<file path="src/rtl/bblc_pkg.sv">
`timescale 1ns / 1ps
// ----------------------------------------------------------------------------
// bblc_pkg
// types and constants of the byte budget lru cache directory
// ----------------------------------------------------------------------------
package bblc_pkg;

  localparam int DEF_ENTRIES  = 16;
  localparam int DEF_KEY_BITS = 32;

  localparam logic [31:0] CAP_RESET = 32'd65536;

  // register index taken from paddr[2]
  localparam logic REG_CAPACITY = 1'b0;

  localparam logic [1:0] OUT_HIT    = 2'd0;
  localparam logic [1:0] OUT_INSERT = 2'd1;
  localparam logic [1:0] OUT_BYPASS = 2'd2;

  typedef struct packed {
    logic [31:0] request_key;
    logic [31:0] object_bytes;
  } req_t;

  typedef struct packed {
    logic [1:0]  outcome;
    logic [4:0]  evicted_count;
    logic [31:0] bytes_in_use;
    logic [4:0]  entries_in_use;
  } rsp_t;

  typedef enum logic [2:0] {
    S_IDLE,
    S_LOOKUP,
    S_DECIDE,
    S_EVICT,
    S_EV_APPLY,
    S_UPDATE,
    S_FINISH
  } state_t;

endpackage

</file>
<file path="src/rtl/bblc_ram.sv">
`timescale 1ns / 1ps
// ----------------------------------------------------------------------------
// bblc_ram
// simple dual port ram, one write port, one registered read port
// ----------------------------------------------------------------------------
module bblc_ram #(
  parameter int WIDTH = 32,
  parameter int DEPTH = 16
) (
  input  logic                     clk,
  input  logic                     we,
  input  logic [$clog2(DEPTH)-1:0] waddr,
  input  logic [WIDTH-1:0]         wdata,
  input  logic [$clog2(DEPTH)-1:0] raddr,
  output logic [WIDTH-1:0]         rdata
);

  logic [WIDTH-1:0] mem [DEPTH];

  always_ff @(posedge clk) begin
    if (we) begin
      mem[waddr] <= wdata;
    end
    rdata <= mem[raddr];
  end

endmodule

</file>
<file path="src/rtl/byte_budget_lru_cache_top.sv">
`timescale 1ns / 1ps
// ----------------------------------------------------------------------------
// byte_budget_lru_cache_top
// cache directory with a byte budget and lru replacement
// ----------------------------------------------------------------------------
// One item at a time: start is taken while busy is low, and the result shows
// on result with done for one cycle, which the receiver must take then. Done
// rises at the same edge at which busy falls, so it is high in the first
// cycle with busy low. Busy covers a lookup pass over the entry and rank
// memories, one entry per cycle; a hit or an insert adds a second pass (rank
// update and insert), and an insert adds an order memory read for each
// eviction.
// No clearing pass after reset: valid bits live in flip-flops.
module byte_budget_lru_cache_top
  import bblc_pkg::*;
#(
  parameter int ENTRIES  = DEF_ENTRIES,
  parameter int KEY_BITS = DEF_KEY_BITS
) (
  input  logic        clk,
  input  logic        rst,
  input  logic        start,
  output logic        busy,
  input  req_t        request,
  output logic        done,
  output rsp_t        result,
  input  logic        psel,
  input  logic        penable,
  input  logic        pwrite,
  input  logic [2:0]  paddr,
  input  logic [31:0] pwdata,
  output logic [31:0] prdata,
  output logic        pready
);

  localparam int SLOT_BITS = $clog2(ENTRIES);
  localparam int CNT_BITS  = $clog2(ENTRIES + 1);
  localparam int ENT_W     = KEY_BITS + 32;
  localparam int ORD_W     = SLOT_BITS + 32;
  localparam logic [CNT_BITS-1:0] CNT_FULL = CNT_BITS'(ENTRIES);

  state_t state, state_next;

  logic [CNT_BITS-1:0]  cnt;
  logic [SLOT_BITS-1:0] p;
  logic                 p_vld;
  logic [KEY_BITS-1:0]  key_q;
  logic [31:0]          size_q;
  logic                 found;
  logic [SLOT_BITS-1:0] hit_idx;
  logic [SLOT_BITS-1:0] hit_rank;
  logic                 slot_done;
  logic [31:0]          used;
  logic [CNT_BITS-1:0]  count;
  logic [CNT_BITS-1:0]  evicted;
  logic [1:0]           outcome_q;
  logic [ENTRIES-1:0]   valid;
  logic [31:0]          capacity;

  logic [ENT_W-1:0]     ent_rd;
  logic [SLOT_BITS-1:0] rank_rd;
  logic [ORD_W-1:0]     ord_rd;

  logic [SLOT_BITS-1:0] addr;
  logic                 last;
  logic                 lookup_hit;
  logic [31:0]          free_b;
  logic                 fits;
  logic                 full;
  logic                 upd;
  logic                 ins;
  logic                 rank_we;
  logic [SLOT_BITS-1:0] rank_wdata;
  logic                 ent_we;
  logic                 ord_we;
  logic [SLOT_BITS-1:0] ord_raddr;
  logic [SLOT_BITS-1:0] ev_slot;
  logic [31:0]          ev_size;
  logic                 cfg_wr;

  assign addr       = cnt[SLOT_BITS-1:0];
  assign last       = (cnt == CNT_FULL);
  assign lookup_hit = p_vld && valid[p] && (ent_rd[ENT_W-1:32] == key_q) && !found;
  assign free_b     = (used >= capacity) ? 32'd0 : (capacity - used);
  assign fits       = (free_b >= size_q) || (count == '0);
  assign full       = (count == CNT_FULL);
  assign ev_slot    = ord_rd[ORD_W-1:32];
  assign ev_size    = ord_rd[31:0];
  assign ord_raddr  = SLOT_BITS'(count - CNT_BITS'(1));
  assign cfg_wr     = psel && penable && pwrite && pready;

  assign pready = 1'b1;
  assign prdata = (paddr[2] == REG_CAPACITY) ? capacity : 32'd0;

  // rank update pass: hit moves to front, insert ages every valid entry
  always_comb begin
    upd        = (state == S_UPDATE) && p_vld;
    ins        = upd && !found && !valid[p] && !slot_done;
    ent_we     = ins;
    rank_we    = (upd && valid[p]) || ins;
    rank_wdata = rank_rd + SLOT_BITS'(1);
    if (ins) begin
      rank_wdata = '0;
    end else if (found) begin
      if (p == hit_idx) begin
        rank_wdata = '0;
      end else if (rank_rd >= hit_rank) begin
        rank_wdata = rank_rd;
      end
    end
    ord_we = (state == S_LOOKUP) && p_vld && valid[p];
  end

  bblc_ram #(.WIDTH(ENT_W), .DEPTH(ENTRIES)) u_ent_ram (
    .clk   (clk),
    .we    (ent_we),
    .waddr (p),
    .wdata ({key_q, size_q}),
    .raddr (addr),
    .rdata (ent_rd)
  );

  bblc_ram #(.WIDTH(SLOT_BITS), .DEPTH(ENTRIES)) u_rank_ram (
    .clk   (clk),
    .we    (rank_we),
    .waddr (p),
    .wdata (rank_wdata),
    .raddr (addr),
    .rdata (rank_rd)
  );

  // rank to slot map, rebuilt on every lookup pass
  bblc_ram #(.WIDTH(ORD_W), .DEPTH(ENTRIES)) u_ord_ram (
    .clk   (clk),
    .we    (ord_we),
    .waddr (rank_rd),
    .wdata ({p, ent_rd[31:0]}),
    .raddr (ord_raddr),
    .rdata (ord_rd)
  );

  always_ff @(posedge clk) begin
    if (rst) begin
      state <= S_IDLE;
    end else begin
      state <= state_next;
    end
  end

  always_comb begin
    state_next = state;
    busy       = (state != S_IDLE);
    unique case (state)
      S_IDLE: begin
        if (start) begin
          state_next = S_LOOKUP;
        end
      end
      S_LOOKUP: begin
        if (last) begin
          state_next = S_DECIDE;
        end
      end
      S_DECIDE: begin
        if (found) begin
          state_next = S_UPDATE;
        end else if (size_q > capacity) begin
          state_next = S_FINISH;
        end else begin
          state_next = S_EVICT;
        end
      end
      S_EVICT: begin
        if (!fits || full) begin
          state_next = S_EV_APPLY;
        end else begin
          state_next = S_UPDATE;
        end
      end
      S_EV_APPLY: state_next = S_EVICT;
      S_UPDATE: begin
        if (last) begin
          state_next = S_FINISH;
        end
      end
      S_FINISH: state_next = S_IDLE;
      default:  state_next = S_IDLE;
    endcase
  end

  always_ff @(posedge clk) begin
    if (rst) begin
      cnt       <= '0;
      p_vld     <= 1'b0;
      found     <= 1'b0;
      slot_done <= 1'b0;
      used      <= '0;
      count     <= '0;
      evicted   <= '0;
      valid     <= '0;
      capacity  <= CAP_RESET;
      done      <= 1'b0;
    end else begin
      if (cfg_wr && (paddr[2] == REG_CAPACITY)) begin
        capacity <= pwdata;
      end
      done <= (state == S_FINISH);
      if (state == S_FINISH) begin
        result.outcome        <= outcome_q;
        result.evicted_count  <= 5'(evicted);
        result.bytes_in_use   <= used;
        result.entries_in_use <= 5'(count);
      end
      case (state)
        S_IDLE: begin
          if (start) begin
            key_q     <= KEY_BITS'(request.request_key);
            size_q    <= request.object_bytes;
            cnt       <= '0;
            p_vld     <= 1'b0;
            found     <= 1'b0;
            slot_done <= 1'b0;
            evicted   <= '0;
          end
        end
        S_LOOKUP: begin
          cnt   <= last ? cnt : cnt + CNT_BITS'(1);
          p_vld <= !last;
          p     <= addr;
          if (lookup_hit) begin
            found    <= 1'b1;
            hit_idx  <= p;
            hit_rank <= rank_rd;
          end
        end
        S_DECIDE: begin
          cnt   <= '0;
          p_vld <= 1'b0;
          if (found) begin
            outcome_q <= OUT_HIT;
          end else if (size_q > capacity) begin
            outcome_q <= OUT_BYPASS;
          end else begin
            outcome_q <= OUT_INSERT;
          end
        end
        S_EV_APPLY: begin
          valid[ev_slot] <= 1'b0;
          used           <= (used >= ev_size) ? (used - ev_size) : 32'd0;
          count          <= count - CNT_BITS'(1);
          evicted        <= evicted + CNT_BITS'(1);
        end
        S_UPDATE: begin
          cnt   <= last ? cnt : cnt + CNT_BITS'(1);
          p_vld <= !last;
          p     <= addr;
          if (ins) begin
            valid[p]  <= 1'b1;
            slot_done <= 1'b1;
            count     <= count + CNT_BITS'(1);
            used      <= used + size_q;
          end
        end
        default: begin
        end
      endcase
    end
  end

endmodule

</file>
<file path="config.mk">
export PLATFORM = sky130hd
export DESIGN_NAME = byte_budget_lru_cache_top
export DESIGN_NICKNAME = d
export VERILOG_FILES = /design/src/rtl/bblc_pkg.sv /design/src/rtl/bblc_ram.sv /design/src/rtl/byte_budget_lru_cache_top.sv
export SDC_FILE = /design/constraint.sdc
export NUM_CORES = 2
export LEC_CHECK = 0
export BUFFER_PORTS_ARGS = -buffer_cell sky130_fd_sc_hd__buf_2
export CAP_MARGIN = 10
export CORE_ASPECT_RATIO = 1.25
export CORE_MARGIN = 5
export CORE_UTILIZATION = 40
export DETAILED_ROUTE_END_ITERATION = 16
export GPL_TIMING_DRIVEN = 0
export SLEW_MARGIN = 20
export SYNTH_ARGS = -nofsm -noshare
export SYNTH_HDL_FRONTEND = slang
export SYNTH_SLANG_ARGS = --single-unit
</file>
<file path="constraint.sdc">
create_clock -name clk -period 6.1 [get_ports clk]
set_clock_uncertainty 0.1 [all_clocks]
set_input_delay 0 -clock clk [delete_from_list [all_inputs] [get_ports clk]]
set_output_delay 0 -clock clk [all_outputs]
set_load 0.03 [all_outputs]
</file>
==> Word level (Yosys, flattened, before mapping) <==
Memory sizes are Yosys's and may differ from the RTL's. A register that Yosys moved wholly into a read port is not among the register bits.
Index checks and enable logic that the tools add are counted.
{ "word_totals": {"ff_bits": 224, "ramBits": 1664, "inputBits": 105, "output_inout_bits": 79, "wordCells": 149, "mem_count": 3} }
{ "mem_list": {"columns": ["memory", "depth", "word_bits", "rd", "rd_ports_with_merged_regs", "wr", "line_no", "text"], "rows": [
  ["u_ent_ram.mem", 16, 64, 1, 1, 1, "bblc_ram.sv:18", "logic [WIDTH-1:0] mem [DEPTH];"],
  ["u_ord_ram.mem", 16, 36, 1, 1, 1, "bblc_ram.sv:18", null],
  ["u_rank_ram.mem", 16, 4, 1, 1, 1, "bblc_ram.sv:18", null]
]} }
{ "op_classes": {"n_addsub": 8, "n_lt_le_gt_ge": 9, "eq_ne": 16, "muxes": 43, "bitwise": 5, "reduce_logical": 44} }
{ "ops": {"columns": ["op", "n"], "rows": [
  ["32-bit 2-to-1 mux", 4],
  ["32-bit >= comparator", 3],
  ["32-bit case mux with 2 select lines", 1],
  ["32-bit subtractor", 2],
  ["32-bit adder", 1],
  ["32-bit == test", 1],
  ["32-bit > comparator", 1],
  ["16-bit case mux with 2 select lines", 1],
  ["5-bit case mux with 2 select lines", 2],
  ["3-bit case mux with 6 select lines", 1],
  ["3-bit AND reduction", 6],
  ["16-bit AND", 1],
  ["16-bit 2-to-1 mux", 1],
  ["4-bit 2-to-1 mux", 4],
  ["16-bit inverter", 1],
  ["16-bit bitwise OR", 1],
  ["5-bit by 1-bit adder with 5-bit output (second input constant)", 3],
  ["1-bit logical AND", 15],
  ["3-bit 2-to-1 mux", 5],
  ["5-bit 2-to-1 mux", 3],
  ["5-bit case mux with 3 select lines", 1],
  ["1-bit 2-to-1 mux", 13],
  ["2-bit inequality test (second input constant)", 6],
  ["2-bit AND reduction", 6],
  ["other kinds (23)", 42]
]} }

==> Logic depth before layout (Yosys ltp) <==
{ "depth": {"word_depth": 8, "depth_mapped": 24, "ltp_nobuf": 23} }

==> Hierarchy <==
A second synthesis with hierarchy kept.
{ "unflattened": {"cells_unflattened": 4537, "area_unflattened_um2": 80532.2} }
{ "modules_own_cells": {"columns": ["mod", "instances", "cells_each", "area_per_inst_um2", "seq_area_each_um2"], "rows": [
  ["bblc_ram at u_ent_ram", 1, 1647, 39581.7, 32030.7],
  ["bblc_ram at u_ord_ram", 1, 938, 22318.9, 18017.3],
  ["byte_budget_lru_cache_top", 1, 1822, 15965.3, 5705.5],
  ["bblc_ram at u_rank_ram", 1, 130, 2666.3, 2001.9]
]} }

==> Least setup slack after synthesis <==
Ideal clock, no wire load.
{ "synth_timing": {"path_type": "register to register", "startpoint": "reg state[2]", "endpoint": "reg result[0] in the netlist's numbering (enable)", "setup_ps": 571, "arrival_time_ps": 5239, "required_time_ps": 5429, "setup_slack_ps": 191, "stages_incl_launch_ff": 3, "path_buffers": 1, "period_less_slack_ps": 5909, "cell_sequence": "dfxtp_1 -> clkbuf_1 -> nor4b_1"} }
{ "synth_between": {"elab_chain_len": 2} }
{ "synth_lines": {"columns": ["item", "line_no", "text"], "rows": [
  ["start, declared", "byte_budget_lru_cache_top.sv:42", "state_t state, state_next;"],
  ["start signal, assigned", "byte_budget_lru_cache_top.sv:146", "state <= state_next;"],
  ["3-bit == test", "byte_budget_lru_cache_top.sv:208", "if (state == S_FINISH) begin"],
  ["2-bit AND reduction (no source line)", null, null],
  ["end, declared", "byte_budget_lru_cache_top.sv:26", "output rsp_t result,"]
]} }
No other way between the ends.
A chain may end at the register's enable or synchronous reset.

==> Worst setup path in the final report <==
{ "layout_timing": {"startpoint": "reg used[0]", "endpoint": "reg state[0]"} }
{ "layout_between": {"elab_chain_len": 8} }
{ "layout_lines": {"columns": ["item", "line_no", "text"], "rows": [
  ["start, declared", "byte_budget_lru_cache_top.sv:53", "logic [31:0] used;"],
  ["start signal, assigned", "byte_budget_lru_cache_top.sv:249", "used <= (used >= ev_size) ? (used - ev_size) : 32'd0;"],
  ["start signal, assigned", "byte_budget_lru_cache_top.sv:261", "used <= used + size_q;"],
  ["32-bit subtractor or 32-bit >= comparator (tied branches)", "byte_budget_lru_cache_top.sv:84", "assign free_b = (used >= capacity) ? 32'd0 : (capacity - used);"],
  ["32-bit 2-to-1 mux (*)", "byte_budget_lru_cache_top.sv:84", null],
  ["32-bit >= comparator (*)", "byte_budget_lru_cache_top.sv:85", "assign fits = (free_b >= size_q) || (count == '0);"],
  ["1-bit logical OR (*)", "byte_budget_lru_cache_top.sv:85", null],
  ["1-bit logical NOT (*)", "byte_budget_lru_cache_top.sv:174", "if (!fits || full) begin"],
  ["1-bit logical OR (*)", "byte_budget_lru_cache_top.sv:174", null],
  ["1-bit 2-to-1 mux (*)", "byte_budget_lru_cache_top.sv:174", null],
  ["3-bit case mux with 6 select lines (*)", "byte_budget_lru_cache_top.sv:153", "unique case (state)"]
]} }
Mark *: on every way between the ends. The rest lies on a longest branch, timed or not.

==> run_results.csv <==
group,metric,value,unit
timing,setup_viol,0,
drt,viasPerCell,5.63,
clock_tree,cts_tree,"yes",
finish,drive_above_1_share,0.228,
finish,final_common_cell,"edfxtp_1",
yosys,async_flop_share,0,
clock_tree,cts_root_buf,"clkbuf_16",
yosys,ys.flop_type,"edfxtp_1",
worst_hold_path,min_from,"penable",
die,die_area,210000,um2
power,power.static_leakage,30.7,nW
power,ir_worst_vdd,0.281,mV
timing,timing.final.max_slew_violations,0,
drt,finalWirelength,220000,um
drt,routedWlPerCell,28.8,um
timing,hold_slack,0.102,ns
die,die_w,410,um
global_route,grt_start_max_net_pins,48,
global_route,grtUsageTotal,0.208,
yosys,ys_seq_area_frac,0.720,
setup_path,cp.arrival,6.41,ns
setup_path,cp_common_cell,"a21o_1",
worst_hold_path,min_to,"capacity[16]$_SDFFE_PP1P_",
finish,finalNetCount,5136,
yosys,synth-seq-cells,1992,
placement,gp_congestion,0.876,
global_route,grt_pass1_vias,43400,
timing,relSlewSlack,0.262,
power,powerDensity,325,nW/um2
clock_tree,clk-insertion-delay-late,0.86,ns
setup_path,critPathTopFamily,"compound AO/OA/AOI/OAI gates",
worst_hold_path,hp-class,"input port to register",
setup_path,cp-start-kind,"register",
yosys,synthCells,4235,
setup_path,crit_chain,"ha_1 > inv_1 > fa_1 > a211oi_1 > nor2_1 > a41oi_1 > a21oi_1 > a21bo_2 > a21oi_2 > nand2b_1 > a31o_2 > clkbuf_2 > nor2_1 > ha_1 > a21o_1 > a21o_1 > a21o_1 > a21o_1 > a21oi_1 > o21ai_0 > a211oi_2 > o21ai_0 > o311a_1",
yosys,synthesis.area,80200,um2
die,dieHeight,511,um
clock_tree,cts_setup_buffers,0,
die,std_cell_rows,183,
setup_path,r2r_setup_slack,0.33,ns
yosys,ys_types,76,
setup_path,max_stage_delay,0.50,ns
global_route,antenna_found_initial,11,
placement,port-buffer-count,178,
setup_path,cp_slowest_cell,"dfxtp_1",
setup_path,path_buf_inv,2,
setup_path,cp.required,6.74,ns
yosys,synth-edff-count,1786,
flow_run,drv_cap,0,
die,io_pins,184,
drt,drt-initial-drc-count,4676,
drt,drc,0,
timing,tightestPinTransition,1.11,ns
setup_path,critPathKind,"register to register",
timing,period_minus_slack,5.77,ns
finish,final_cell_mix,"edfxtp_1 (1,786), mux4_2 (522), dfxtp_1 (206)",
timing,timing.final.crit_share,0.947,
finish,utilization,0.472,
placement,dp_hpwl,144000,um
drt,vias,42900,
global_route,grt_first_pass_wirelength,312000,um
clock_tree,clk_pin_slew,0.06,ns
drt,firstDrtPassIters,6,
yosys,syn_area_per_cell,18.9,um2
timing,hold_violations,0,
yosys,syn-num-nets,4516,
clock_tree,tritoncts.num_buffers,194,
die,coreArea,199000,um2
timing,max_freq,173,MHz
drt,ant_nets,0,
yosys,ys_warn_count,0,
worst_hold_path,hold_depth,5,
setup_path,critPathCaptureType,"register",
setup_path,rr_worst_depth,23,
clock_tree,cts_sinks,1992,
run_status,status,"complete, no violations",
clock_tree,htreeDepth,4,
die,start_util,0.403,
global_route,grt_overflow,0,
timing,rsz0062_at_grt,"no",
setup_path,cp_max_fo,10,
setup_path,rr_startpoint,"used[0]$_SDFFE_PP0P_",
clock_tree,cts_buffer_depth,3,
finish,area_growth,17.3,%
setup_path,reg2reg_to,"state[0]$_SDFFE_PP0P_",
## stage by stage
stage | power [W] | setup slack (ns) | instances | instance area, um2 | setup TNS, ns
final | 0.0306 | 0.326 | 7619 | 94100 | 0
after global routing | 0.0316 | 0.0135 | 7616 | 94000 | 0
after CTS | 0.0308 | 0.102 | 7613 | 94000 | 0
after detailed placement | 0.0187 | -0.254 | 7052 | 85600 | -0.254
after global placement | 0.0187 | -3.84 | 7003 | 84300 | -962.71
after floorplan | 0.0176 | 0.191 | 4235 | 80200 | 0
## worst reg2reg max path: stages, from the launching register on
cell	delay, ns
dfxtp_1	0.50
ha_1	0.23
inv_1	0.05
fa_1	0.43
a211oi_1	0.26
nor2_1	0.11
a41oi_1	0.32
a21oi_1	0.24
a21bo_2	0.30
a21oi_2	0.24
nand2b_1	0.14
a31o_2	0.24
clkbuf_2	0.31
nor2_1	0.10
ha_1	0.32
a21o_1	0.19
a21o_1	0.17
a21o_1	0.17
a21o_1	0.17
a21oi_1	0.20
o21ai_0	0.15
a211oi_2	0.43
o21ai_0	0.17
o311a_1	0.13
## logic make-up after synthesis
logic type / after synthesis / share of synthesized area
simple gates: 568 / 0.0344
flops: 1992 / 0.720
mux: 530 / 0.148
compound gates: 507 / 0.0404
xor+xnor: 112 / 0.0122
other cells: 1 / 0.0000468
fa+ha+maj: 176 / 0.0277
buf+inv: 349 / 0.0167
## power breakdown
group / total (W) / switching [W] / leakage [nW] / internal, W
Combinational: 0.00312 / 0.00174 / 9.81 / 0.00138
Clock: 0.0120 / 0.00525 / 3.13 / 0.00677
Sequential: 0.0154 / 0.000334 / 17.8 / 0.0151
## cells in the mapped netlist (all sizes together) (64+ instances only)
| master | count | area, um2 |
|---|---|---|
| nor2 | 168 | 631 |
| o21ai | 101 | 505 |
| a21o | 64 | 480 |
| dfxtp | 206 | 4120 |
| edfxtp | 1786 | 53600 |
| mux4 | 525 | 11800 |
| ha | 173 | 2160 |
| xnor2 | 81 | 709 |
| inv | 175 | 657 |
| nand2 | 150 | 571 |
| clkbuf | 119 | 447 |
| a21oi | 161 | 806 |
## registers in the layout, indices dropped and copies added (netlist names), 16 cells and up
signal	flops
u_ord_ram.mem	576
used	32
u_ord_ram.rdata	36
u_ent_ram.mem	1024
key_q	32
capacity	32
size_q	32
valid	16
u_rank_ram.mem	64
u_ent_ram.rdata	64
result	44
## cell type report
cell class / count / area, um2
inverters: 175 / 737
plain buffers: 174 / 738
repair buffers: 424 / 3930
clock buffers: 271 / 5380
multi-input cells: 1894 / 21200
well taps: 2590 / 3240
flip-flops and latches: 1992 / 57800
diodes: 4 / 10.0
fillers: 16800 / 105000
clock inverters: 95 / 1090
## worst max-delay path by stage
stage / from / end / slack, ns / cells past startpoint
after floorplan: state[2]$_SDFFE_PP0P_ / result[0]$_DFFE_PP_ / 0.19 / 2
after global placement: rst / result[33]$_DFFE_PP_ / -3.84 / 3
after detailed placement: used[1]$_SDFFE_PP0P_ / state[0]$_SDFFE_PP0P_ / -0.25 / 22
after CTS: used[1]$_SDFFE_PP0P_ / state[0]$_SDFFE_PP0P_ / 0.10 / 22
after global routing: used[1]$_SDFFE_PP0P_ / state[0]$_SDFFE_PP0P_ / 0.01 / 22
final: used[0]$_SDFFE_PP0P_ / state[0]$_SDFFE_PP0P_ / 0.33 / 23
## metal layers
metal	share of wire	vias to the layer above	global-route usage
li1	-	18400	-
met1	0.41	22500	0.283
met2	0.48	1620	0.337
met3	0.081	290	0.0489
met4	0.032	0	0.0636
met5	0	-	0
## what timing repair did
action | 4_1_cts | 5_1_grt
hold endpoints to repair | 142 | 0
pin swaps | 0 | 1
setup endpoints to repair | 1 | 1
gates resized for setup | 2 | 3
hold buffers | 195 | 0
Power figures use the tool's default switching activity.
